**config.mk**
```make
export PLATFORM = sky130hd
export DESIGN_NAME = kiss_deframer_with_fcs
export DESIGN_NICKNAME = d
export VERILOG_FILES = /design/src/sv/kdf_pkg.sv /design/src/sv/kdf_parser.sv /design/src/sv/kdf_queue.sv /design/src/sv/kdf_emitter.sv /design/src/sv/kiss_deframer_with_fcs.sv
export SDC_FILE = /design/constraint.sdc
export NUM_CORES = 1
export LEC_CHECK = 0
export ABC_CLOCK_PERIOD_IN_PS = 3450
export BUFFER_PORTS_ARGS = -buffer_cell sky130_fd_sc_hd__buf_2
export CORE_MARGIN = 2
export CORE_UTILIZATION = 45
export CTS_CLUSTER_SIZE = 40
export DETAILED_ROUTE_END_ITERATION = 6
export GPL_ROUTABILITY_DRIVEN = 0
export PLACE_DENSITY = 0.68
export SYNTH_ARGS = -nofsm -noshare
export SYNTH_HDL_FRONTEND = slang
export SYNTH_SLANG_ARGS = --single-unit
```
**constraint.sdc**
```tcl
create_clock -name clk -period 3.45 [get_ports clk]
set_clock_uncertainty 0.1 [all_clocks]
set_input_delay 0.1725 -clock clk [delete_from_list [all_inputs] [get_ports clk]]
set_output_delay 0.1725 -clock clk [all_outputs]
set_load 0.01 [all_outputs]
```
**src/sv/kdf_pkg.sv**
```systemverilog
// Shared types, codes and CRC helpers for the KISS deframer with FCS.
// No dependencies; used by every module of the block.
package kdf_pkg;

  localparam logic [7:0] FEND     = 8'hC0;
  localparam logic [7:0] FESC     = 8'hDB;
  localparam logic [7:0] TFEND    = 8'hDC;
  localparam logic [7:0] TFESC    = 8'hDD;
  localparam logic [7:0] CMD_DATA = 8'h00;
  localparam logic [7:0] CMD_P    = 8'h01;
  localparam logic [7:0] CMD_SLOT = 8'h03;

  localparam int          LEN_W         = 10;
  localparam logic [9:0]  LEN_MAX       = 10'd1023;
  localparam logic [9:0]  MAX_LEN_RESET = 10'd253;
  localparam logic [15:0] CRC_INIT      = 16'hFFFF;
  localparam int          QUEUE_DEPTH_DEF = 4;

  localparam logic [1:0]  REG_MAX_LEN   = 2'd0;

  typedef enum logic [2:0] {
    ST_VOID,
    ST_CMD,
    ST_P,
    ST_SLOT,
    ST_DATA,
    ST_ESC
  } state_t;

  typedef enum logic [2:0] {
    KIND_PAYLOAD = 3'd0,
    KIND_FCS     = 3'd1,
    KIND_DROP    = 3'd2,
    KIND_PERS    = 3'd3,
    KIND_SLOT    = 3'd4
  } kind_t;

  // One queue entry per input byte that yields output; an FCS entry carries
  // both bytes and is played out over two transfers.
  typedef struct packed {
    kind_t       kind;
    logic [11:0] value;
    logic        last;
    logic        hi_valid;
    logic [7:0]  hi_byte;
  } entry_t;

  typedef struct packed {
    logic full;
    logic empty;
  } q_stat_t;

  function automatic logic [15:0] nib_tab(input logic [3:0] idx);
    logic [15:0] r;
    case (idx)
      4'h0: r = 16'h0000;
      4'h1: r = 16'h1081;
      4'h2: r = 16'h2102;
      4'h3: r = 16'h3183;
      4'h4: r = 16'h4204;
      4'h5: r = 16'h5285;
      4'h6: r = 16'h6306;
      4'h7: r = 16'h7387;
      4'h8: r = 16'h8408;
      4'h9: r = 16'h9489;
      4'hA: r = 16'ha50a;
      4'hB: r = 16'hb58b;
      4'hC: r = 16'hc60c;
      4'hD: r = 16'hd68d;
      4'hE: r = 16'he70e;
      default: r = 16'hf78f;
    endcase
    return r;
  endfunction

  // CRC-16/X.25, reflected, low nibble first.
  function automatic logic [15:0] crc_byte(input logic [15:0] c, input logic [7:0] b);
    logic [15:0] t;
    t = (c >> 4) ^ nib_tab(c[3:0] ^ b[3:0]);
    t = (t >> 4) ^ nib_tab(t[3:0] ^ b[7:4]);
    return t;
  endfunction

endpackage

```
**src/sv/kdf_parser.sv**
```systemverilog
// Front end: accepts serial bytes, runs the KISS parser, CRC and length count,
// and pushes one entry per output-producing byte. Depends on kdf_pkg.
module kdf_parser (
  input  logic                       clk,
  input  logic                       rst_n,
  input  logic                       in_tvalid,
  output logic                       in_tready,
  input  logic [7:0]                 in_tdata,
  input  logic [kdf_pkg::LEN_W-1:0]  max_len,
  input  kdf_pkg::q_stat_t           q_stat,
  output logic                       q_push,
  output kdf_pkg::entry_t            q_wdata
);

  kdf_pkg::state_t             state_r, state_nxt;
  logic                        is_data_r, is_data_nxt;
  logic [15:0]                 crc_r, crc_nxt;
  logic [kdf_pkg::LEN_W-1:0]   len_r, len_nxt;
  logic                        in_fire;
  logic [7:0]                  b;
  logic [7:0]                  pay_byte;
  logic [15:0]                 crc_upd;
  logic [kdf_pkg::LEN_W-1:0]   len_inc;
  logic                        esc_ok;
  logic [11:0]                 b_ext;

  assign in_tready = !q_stat.full;
  assign in_fire   = in_tvalid && in_tready;
  assign b         = in_tdata;
  assign b_ext     = {4'b0, b};
  assign esc_ok    = (b == kdf_pkg::TFEND) || (b == kdf_pkg::TFESC);
  assign pay_byte  = (state_r == kdf_pkg::ST_ESC) ?
                     ((b == kdf_pkg::TFEND) ? kdf_pkg::FEND : kdf_pkg::FESC) : b;
  assign crc_upd   = kdf_pkg::crc_byte(crc_r, pay_byte);
  assign len_inc   = (len_r == kdf_pkg::LEN_MAX) ? len_r : len_r + 1'b1;

  // next state
  always_comb begin
    state_nxt   = state_r;
    is_data_nxt = is_data_r;
    crc_nxt     = crc_r;
    len_nxt     = len_r;
    if (in_fire) begin
      case (state_r)
        kdf_pkg::ST_VOID: begin
          if (b == kdf_pkg::FEND) begin
            is_data_nxt = 1'b0;
            state_nxt   = kdf_pkg::ST_CMD;
          end
        end
        kdf_pkg::ST_CMD: begin
          if (b != kdf_pkg::FEND) begin
            if (b == kdf_pkg::CMD_DATA) begin
              is_data_nxt = 1'b1;
              state_nxt   = kdf_pkg::ST_DATA;
              crc_nxt     = kdf_pkg::CRC_INIT;
              len_nxt     = '0;
            end else if (b == kdf_pkg::CMD_P) begin
              is_data_nxt = 1'b0;
              state_nxt   = kdf_pkg::ST_P;
            end else if (b == kdf_pkg::CMD_SLOT) begin
              is_data_nxt = 1'b0;
              state_nxt   = kdf_pkg::ST_SLOT;
            end else begin
              is_data_nxt = 1'b0;
              state_nxt   = kdf_pkg::ST_VOID;
            end
          end
        end
        kdf_pkg::ST_P, kdf_pkg::ST_SLOT: begin
          state_nxt = kdf_pkg::ST_DATA;
        end
        kdf_pkg::ST_DATA: begin
          if (b == kdf_pkg::FESC) begin
            state_nxt = kdf_pkg::ST_ESC;
          end else if (b == kdf_pkg::FEND) begin
            if (is_data_r) begin
              crc_nxt = kdf_pkg::CRC_INIT;
              len_nxt = '0;
            end
            is_data_nxt = 1'b0;
            state_nxt   = kdf_pkg::ST_VOID;
          end else if (is_data_r) begin
            crc_nxt = crc_upd;
            len_nxt = len_inc;
          end
        end
        kdf_pkg::ST_ESC: begin
          if (esc_ok) begin
            state_nxt = kdf_pkg::ST_DATA;
            if (is_data_r) begin
              crc_nxt = crc_upd;
              len_nxt = len_inc;
            end
          end else begin
            crc_nxt     = kdf_pkg::CRC_INIT;
            len_nxt     = '0;
            is_data_nxt = 1'b0;
            state_nxt   = kdf_pkg::ST_VOID;
          end
        end
        default: begin
          is_data_nxt = 1'b0;
          state_nxt   = kdf_pkg::ST_VOID;
        end
      endcase
    end
  end

  // outputs: queue entry for this byte
  always_comb begin
    q_push           = 1'b0;
    q_wdata.kind     = kdf_pkg::KIND_PAYLOAD;
    q_wdata.value    = {4'b0, pay_byte};
    q_wdata.last     = 1'b0;
    q_wdata.hi_valid = 1'b0;
    q_wdata.hi_byte  = '0;
    case (state_r)
      kdf_pkg::ST_P: begin
        q_push        = in_fire;
        q_wdata.kind  = kdf_pkg::KIND_PERS;
        q_wdata.value = b_ext;
      end
      kdf_pkg::ST_SLOT: begin
        q_push        = in_fire;
        q_wdata.kind  = kdf_pkg::KIND_SLOT;
        q_wdata.value = (b_ext << 3) + (b_ext << 1);
      end
      kdf_pkg::ST_DATA: begin
        if (b == kdf_pkg::FEND) begin
          q_push = in_fire && is_data_r;
          if (len_r > max_len) begin
            q_wdata.kind  = kdf_pkg::KIND_DROP;
            q_wdata.value = '0;
            q_wdata.last  = 1'b1;
          end else begin
            q_wdata.kind     = kdf_pkg::KIND_FCS;
            q_wdata.value    = {4'b0, ~crc_r[7:0]};
            q_wdata.hi_valid = 1'b1;
            q_wdata.hi_byte  = ~crc_r[15:8];
          end
        end else if (b != kdf_pkg::FESC) begin
          q_push = in_fire && is_data_r;
        end
      end
      kdf_pkg::ST_ESC: begin
        q_push = in_fire && is_data_r;
        if (!esc_ok) begin
          q_wdata.kind  = kdf_pkg::KIND_DROP;
          q_wdata.value = '0;
          q_wdata.last  = 1'b1;
        end
      end
      default: begin
        q_push = 1'b0;
      end
    endcase
  end

  always_ff @(posedge clk) begin
    if (!rst_n) begin
      state_r   <= kdf_pkg::ST_VOID;
      is_data_r <= 1'b0;
      crc_r     <= kdf_pkg::CRC_INIT;
      len_r     <= '0;
    end else begin
      state_r   <= state_nxt;
      is_data_r <= is_data_nxt;
      crc_r     <= crc_nxt;
      len_r     <= len_nxt;
    end
  end

endmodule

```
**src/sv/kdf_queue.sv**
```systemverilog
// Short FIFO of parser entries between front and back end.
// Depends on kdf_pkg for the entry and status types.
module kdf_queue #(
  parameter int DEPTH = kdf_pkg::QUEUE_DEPTH_DEF
) (
  input  logic              clk,
  input  logic              rst_n,
  input  logic              push,
  input  kdf_pkg::entry_t   wdata,
  input  logic              pop,
  output kdf_pkg::entry_t   rdata,
  output kdf_pkg::q_stat_t  stat
);

  localparam int PTR_W = (DEPTH > 1) ? $clog2(DEPTH) : 1;
  localparam int CNT_W = $clog2(DEPTH + 1);

  kdf_pkg::entry_t    mem_r [DEPTH];
  logic [PTR_W-1:0]   wptr_r, wptr_nxt;
  logic [PTR_W-1:0]   rptr_r, rptr_nxt;
  logic [CNT_W-1:0]   cnt_r, cnt_nxt;
  logic               do_push, do_pop;

  assign stat.full  = (cnt_r == CNT_W'(DEPTH));
  assign stat.empty = (cnt_r == '0);
  assign do_push    = push && !stat.full;
  assign do_pop     = pop && !stat.empty;
  assign rdata      = mem_r[rptr_r];

  always_comb begin
    wptr_nxt = wptr_r;
    rptr_nxt = rptr_r;
    cnt_nxt  = cnt_r;
    if (do_push) begin
      wptr_nxt = (wptr_r == PTR_W'(DEPTH - 1)) ? '0 : wptr_r + 1'b1;
    end
    if (do_pop) begin
      rptr_nxt = (rptr_r == PTR_W'(DEPTH - 1)) ? '0 : rptr_r + 1'b1;
    end
    if (do_push && !do_pop) begin
      cnt_nxt = cnt_r + 1'b1;
    end else if (do_pop && !do_push) begin
      cnt_nxt = cnt_r - 1'b1;
    end
  end

  always_ff @(posedge clk) begin
    if (!rst_n) begin
      wptr_r <= '0;
      rptr_r <= '0;
      cnt_r  <= '0;
    end else begin
      wptr_r <= wptr_nxt;
      rptr_r <= rptr_nxt;
      cnt_r  <= cnt_nxt;
    end
  end

  always_ff @(posedge clk) begin
    if (do_push) begin
      mem_r[wptr_r] <= wdata;
    end
  end

endmodule

```
**src/sv/kdf_emitter.sv**
```systemverilog
// Back end: pops queue entries into the output register, splitting an FCS
// entry into its low and high byte transfers. Depends on kdf_pkg.
module kdf_emitter (
  input  logic              clk,
  input  logic              rst_n,
  input  kdf_pkg::entry_t   q_rdata,
  input  kdf_pkg::q_stat_t  q_stat,
  output logic              q_pop,
  output logic              out_tvalid,
  input  logic              out_tready,
  output logic [15:0]       out_tdata,
  output logic [2:0]        out_tuser,
  output logic              out_tlast
);

  logic            valid_r, valid_nxt;
  kdf_pkg::kind_t  kind_r, kind_nxt;
  logic [11:0]     value_r, value_nxt;
  logic            last_r, last_nxt;
  logic            pend_r, pend_nxt;
  logic [7:0]      hi_r, hi_nxt;
  logic            load;

  assign load  = !valid_r || out_tready;
  assign q_pop = load && !pend_r && !q_stat.empty;

  always_comb begin
    valid_nxt = valid_r;
    kind_nxt  = kind_r;
    value_nxt = value_r;
    last_nxt  = last_r;
    pend_nxt  = pend_r;
    hi_nxt    = hi_r;
    if (load) begin
      if (pend_r) begin
        // second FCS byte closes the frame
        valid_nxt = 1'b1;
        kind_nxt  = kdf_pkg::KIND_FCS;
        value_nxt = {4'b0, hi_r};
        last_nxt  = 1'b1;
        pend_nxt  = 1'b0;
      end else if (!q_stat.empty) begin
        valid_nxt = 1'b1;
        kind_nxt  = q_rdata.kind;
        value_nxt = q_rdata.value;
        last_nxt  = q_rdata.last;
        pend_nxt  = q_rdata.hi_valid;
        hi_nxt    = q_rdata.hi_byte;
      end else begin
        valid_nxt = 1'b0;
      end
    end
  end

  always_ff @(posedge clk) begin
    if (!rst_n) begin
      valid_r <= 1'b0;
      pend_r  <= 1'b0;
    end else begin
      valid_r <= valid_nxt;
      pend_r  <= pend_nxt;
    end
  end

  always_ff @(posedge clk) begin
    kind_r  <= kind_nxt;
    value_r <= value_nxt;
    last_r  <= last_nxt;
    hi_r    <= hi_nxt;
  end

  assign out_tvalid = valid_r;
  assign out_tdata  = {4'b0, value_r};
  assign out_tuser  = kind_r;
  assign out_tlast  = last_r;

endmodule

```
**src/sv/kiss_deframer_with_fcs.sv**
```systemverilog
// KISS deframer with CRC-16/X.25 FCS: takes one serial byte per transfer and
// emits payload bytes cut-through, two FCS bytes (low first) at the closing
// FEND, a drop marker for over-long or badly escaped frames, and the new
// persistence or slot time (x10 ms) for P and SlotTime frames. The input
// side takes one byte every cycle while in_tready is high; each byte is
// parsed in the cycle it is taken and its result waits in a
// QUEUE_DEPTH-entry queue, then in the output register. The output side
// moves one transfer per cycle while out_tready is high, so an FCS frame
// close takes two output transfers; in_tready drops only while that queue
// is full. The max_frame_length register (reset 253) is at every APB address.
// Depends on kdf_pkg, kdf_parser, kdf_queue and kdf_emitter.
module kiss_deframer_with_fcs #(
  parameter int QUEUE_DEPTH = kdf_pkg::QUEUE_DEPTH_DEF
) (
  input  logic        clk,
  input  logic        rst_n,
  input  logic        in_tvalid,
  output logic        in_tready,
  input  logic [7:0]  in_tdata,     // [7:0] rx_byte
  output logic        out_tvalid,
  input  logic        out_tready,
  output logic [15:0] out_tdata,    // [11:0] value, [15:12] zero
  output logic [2:0]  out_tuser,    // [2:0] kind
  output logic        out_tlast,
  input  logic        cfg_psel,
  input  logic        cfg_penable,
  input  logic        cfg_pwrite,
  input  logic [1:0]  cfg_paddr,
  input  logic [31:0] cfg_pwdata,
  output logic [31:0] cfg_prdata,
  output logic        cfg_pready
);

  logic [kdf_pkg::LEN_W-1:0] max_len_r, max_len_nxt;
  logic                      cfg_wr;
  logic                      q_push, q_pop;
  kdf_pkg::entry_t           q_wdata, q_rdata;
  kdf_pkg::q_stat_t          q_stat;

  // one register; address and byte lanes ignored
  assign cfg_pready = 1'b1;
  assign cfg_wr     = cfg_psel && cfg_penable && cfg_pwrite && cfg_pready &&
                      (cfg_paddr[1:0] == kdf_pkg::REG_MAX_LEN || 1'b1);
  assign max_len_nxt = cfg_wr ? cfg_pwdata[kdf_pkg::LEN_W-1:0] : max_len_r;
  assign cfg_prdata = {{(32 - kdf_pkg::LEN_W){1'b0}}, max_len_r};

  always_ff @(posedge clk) begin
    if (!rst_n) begin
      max_len_r <= kdf_pkg::MAX_LEN_RESET;
    end else begin
      max_len_r <= max_len_nxt;
    end
  end

  kdf_parser u_parser (
    .clk       (clk),
    .rst_n     (rst_n),
    .in_tvalid (in_tvalid),
    .in_tready (in_tready),
    .in_tdata  (in_tdata),
    .max_len   (max_len_r),
    .q_stat    (q_stat),
    .q_push    (q_push),
    .q_wdata   (q_wdata)
  );

  kdf_queue #(
    .DEPTH (QUEUE_DEPTH)
  ) u_queue (
    .clk   (clk),
    .rst_n (rst_n),
    .push  (q_push),
    .wdata (q_wdata),
    .pop   (q_pop),
    .rdata (q_rdata),
    .stat  (q_stat)
  );

  kdf_emitter u_emitter (
    .clk        (clk),
    .rst_n      (rst_n),
    .q_rdata    (q_rdata),
    .q_stat     (q_stat),
    .q_pop      (q_pop),
    .out_tvalid (out_tvalid),
    .out_tready (out_tready),
    .out_tdata  (out_tdata),
    .out_tuser  (out_tuser),
    .out_tlast  (out_tlast)
  );

`ifndef NO_ASSERTIONS
  // parser never pushes into a full queue
  a_no_overflow: assert property (@(posedge clk) disable iff (!rst_n)
    !(q_push && q_stat.full))
    else $error("entry pushed into full queue");

  // only FCS and drop transfers may close a frame
  a_last_kind: assert property (@(posedge clk) disable iff (!rst_n)
    (out_tvalid && out_tlast) |->
      (out_tuser == kdf_pkg::KIND_FCS || out_tuser == kdf_pkg::KIND_DROP))
    else $error("tlast on a non-closing transfer");

  // a taken low FCS byte is followed by the closing high byte
  a_fcs_pair: assert property (@(posedge clk) disable iff (!rst_n)
    (out_tvalid && out_tready && out_tuser == kdf_pkg::KIND_FCS && !out_tlast) |=>
      (out_tvalid && out_tuser == kdf_pkg::KIND_FCS && out_tlast))
    else $error("FCS low byte not followed by high byte");
`endif

endmodule
```
==> flow_metrics.tcl <==
set metrics [dict create \
    period_share 0.882 \
    critPathTopFamily "compound AO/OA/AOI/OAI gates" \
    die_h_um 139 \
    antenna_found_initial 1 \
    final_nets 783 \
    drive_gt1_frac 0.195 \
    seq_area_frac_synth 0.575 \
    yosysUniqueCellTypes 68 \
    wirelength_um 16800 \
    synthXorXnorAreaFrac 0.0458 \
    cp_max_fo 13 \
    hold_ws_ns 0.0393 \
    multiInputGateArea_um2 3160 \
    synth_mux_area_frac 0.0879 \
    final_area_um2 9340 \
    ctsResizeCount 0 \
    avgSynthCellArea_um2 12.8 \
    grt_pass1_vias 5278 \
    synth_flop_cell "edfxtp_1" \
    drc 0 \
    synthArstFlopShare 0 \
    dpl.hpwl_um 11300 \
    leakagePower_nw 3.27 \
    p_per_area_nw_per_um2 574 \
    critPathBufInv 1 \
    dr_wl_met2_um 8380 \
    final-seq-area_um2 4740 \
    track_usage 0.177 \
    worstPathArrival_ns 3.29 \
    met3_length_um 752 \
    status "finished clean" \
    start_util 0.459 \
    post-route-min-period_ns 3.04 \
    dr.pass1.iters 5 \
    fp.dieW_um 139 \
    top_layer_used "met5" \
    finalSetupViolCount 0 \
    startpoint_type "register" \
    netlist_area_um2 8250 \
    drtIter0Drc 267 \
    peakVddDrop_v 0.000360 \
    vias_per_cell 5.49 \
    yosys_warnings 0 \
    wl_met1_um 7210 \
    cts_root_buffer "clkbuf_16" \
    rsz0062_at_grt "no" \
    cts_buffer_depth 2 \
    hold_viol_final 0 \
    insertion_delay_ns 0.43 \
    tightest_slew_ns 0.736 \
    synth_adder_area_share 0.0398 \
    postPlaceCellArea_um2 8650 \
    diodes 0 \
    cts_buffers 17 \
    power.total_mw 5.36 \
    synthCells 646 \
    die_area_um2 19400 \
    synth_top_family_by_area "simple AND/OR/NAND/NOR gates" \
    grt_max_degree 30 \
    crit_type "reg2reg" \
    vias 5220 \
    pin_count 104 \
    fin_tns_setup_ns 0 \
    antenna_left 0 \
    finalMaxSlewViolations 0 \
    htreeDepth 4 \
    worstPathRequired_ns 3.70 \
    crit_slowest_cell "dfxtp_1" \
    nFillCells 1522 \
    clk_pin_slew_worst_paths_ns 0.07 \
    area_growth_pct 13.3 \
    hp-class "in2reg" \
    fin_ws_ns 0.408 \
    wl_per_cell_um 17.6 \
    ys_ff_latch 175 \
    crit_chain "nor2b_1, o211ai_1, a21oi_1, ha_1, inv_1, fa_1, xor2_1, or3_1, a21oi_1" \
    pre_cts_ws_ns 0.443 \
    numClockSinks 175 \
    cts_tree "built" \
    portBuffers 52 \
    synth-simple-area-share 0.107 \
    slew-limit-headroom 0.509 \
    drv_cap 0 \
    fmax_mhz 329 \
    end_kind "register" \
    rows 49 \
    grt_overflow 0 \
    crit_path_frequent_cell "a21oi_1" \
    grt_pass1_wl_um 27100 \
    synth_compound_area_frac 0.0904 \
    slowest_delay_ns 0.59 \
    synth-edff-count 124 \
    core_area_um2 18000 \
]
[metrics by stage]
stage,std cells,util
global route,951,0.520
finish,951,0.520
detailed placement,908,0.482
global placement,908,0.482
CTS,951,0.520
floorplan,671,-
[final timing paths]
check,cells after the start,to,from,slack (ns)
max reg2reg,9,u_queue.cnt_r[2]$_SDFFE_PN0P_,u_parser.state_r[2]$_SDFFE_PN0P_,0.41
max,9,u_queue.cnt_r[2]$_SDFFE_PN0P_,u_parser.state_r[2]$_SDFFE_PN0P_,0.41
min,4,max_len_r[0]$_SDFFE_PN1P_,cfg_penable,0.04
min reg2reg,2,max_len_r[1]$_SDFFE_PN0P_,max_len_r[1]$_SDFFE_PN0P_,0.39
[where the power goes]
group          switching (mW)  leakage, nW  internal, mW  total [mW]
Combinational           0.528         1.52         0.397       0.925
Clock                   0.817        0.284          1.08        1.90
Sequential             0.0645         1.46          2.47        2.54
Total                    1.41         3.27          3.95        5.36
[cell usage in the layout, fill, tap and decap left out, types with 20 or more instances in the layout]
master	n
xor2_1	22
mux4_2	25
dfxtp_1	51
nand2_1	45
conb_1	27
o22ai_1	20
a21oi_1	21
inv_1	27
edfxtp_1	124
ha_1	23
nor2_1	46
buf_2	52
[what timing repair did]
item,CTS,global route
hold buffers,11,0
setup buffers,0,0
setup endpoints to repair,0,0
endpoints found under the hold margin,11,0
[synthesized netlist by cell type (all sizes together) (7+ instances only)]
| cell type | count | share of area |
|---|---|---|
| nor3 | 11 | 0.0073 |
| ha | 23 | 0.035 |
| a21oi | 21 | 0.013 |
| a21o | 8 | 0.0073 |
| inv | 27 | 0.012 |
| o211ai | 10 | 0.0091 |
| nand3 | 12 | 0.0073 |
| edfxtp | 124 | 0.45 |
| o21ai | 20 | 0.013 |
| nand4 | 7 | 0.0053 |
| nand2 | 46 | 0.021 |
| xnor2 | 16 | 0.017 |
| mux2 | 9 | 0.012 |
| xor2 | 22 | 0.023 |
| nor2b | 12 | 0.0091 |
| dfxtp | 51 | 0.12 |
| nor2 | 46 | 0.021 |
| clkbuf | 21 | 0.0096 |
| o22ai | 20 | 0.015 |
| mux4 | 25 | 0.068 |
| buf | 36 | 0.031 |
[tightest hold or removal path, stage by stage]
cell and delay (ns):
buf_2 0.10, nand3_1 0.12, nand2_1 0.07, nand3_1 0.07
[cells by family after synthesis]
| family | Yosys count |
|---|---|
| DFF | 175 |
| and+or+nand+nor | 171 |
| AOI/OAI and AO/OA | 108 |
| buffers and inverters | 85 |
| xor gates and xnor gates | 40 |
| muxes | 40 |
| adders and majority gates | 25 |
| other | 2 |
[cell type report]
cell class | instances | share of cell area
clock inverters | 13 | 0.0162
flip-flops and latches | 175 | 0.508
inverters | 28 | 0.0112
multi-input cells | 411 | 0.338
well taps | 229 | 0.0307
clock buffers | 19 | 0.0463
repair buffers | 76 | 0.0501
[state kept, by name (all words and copies together), names as in the netlist, named ones only]
| register | count |
|---|---|
| u_queue.rptr_r | 2 |
| max_len_r | 10 |
| u_emitter.value_r | 12 |
| u_emitter.out_tvalid | 1 |
| u_parser.is_data_r | 1 |
| u_parser.state_r | 3 |
| u_emitter.hi_r | 8 |
| u_queue.cnt_r | 3 |
| u_queue.mem_r | 100 |
| u_queue.wptr_r | 2 |
| u_emitter.out_tuser | 3 |
| u_emitter.pend_r | 1 |
| u_parser.crc_r | 16 |
| u_parser.len_r | 10 |
| u_emitter.out_tlast | 1 |
[per-layer routing]
layer  vias to the layer above  global-route usage
met3                        36              0.0358
met4                         2              0.0654
li1                       2470                   -
met5                         -                   0
met2                       159               0.301
met1                      2553               0.225
(Power assumes the default switching activity.)
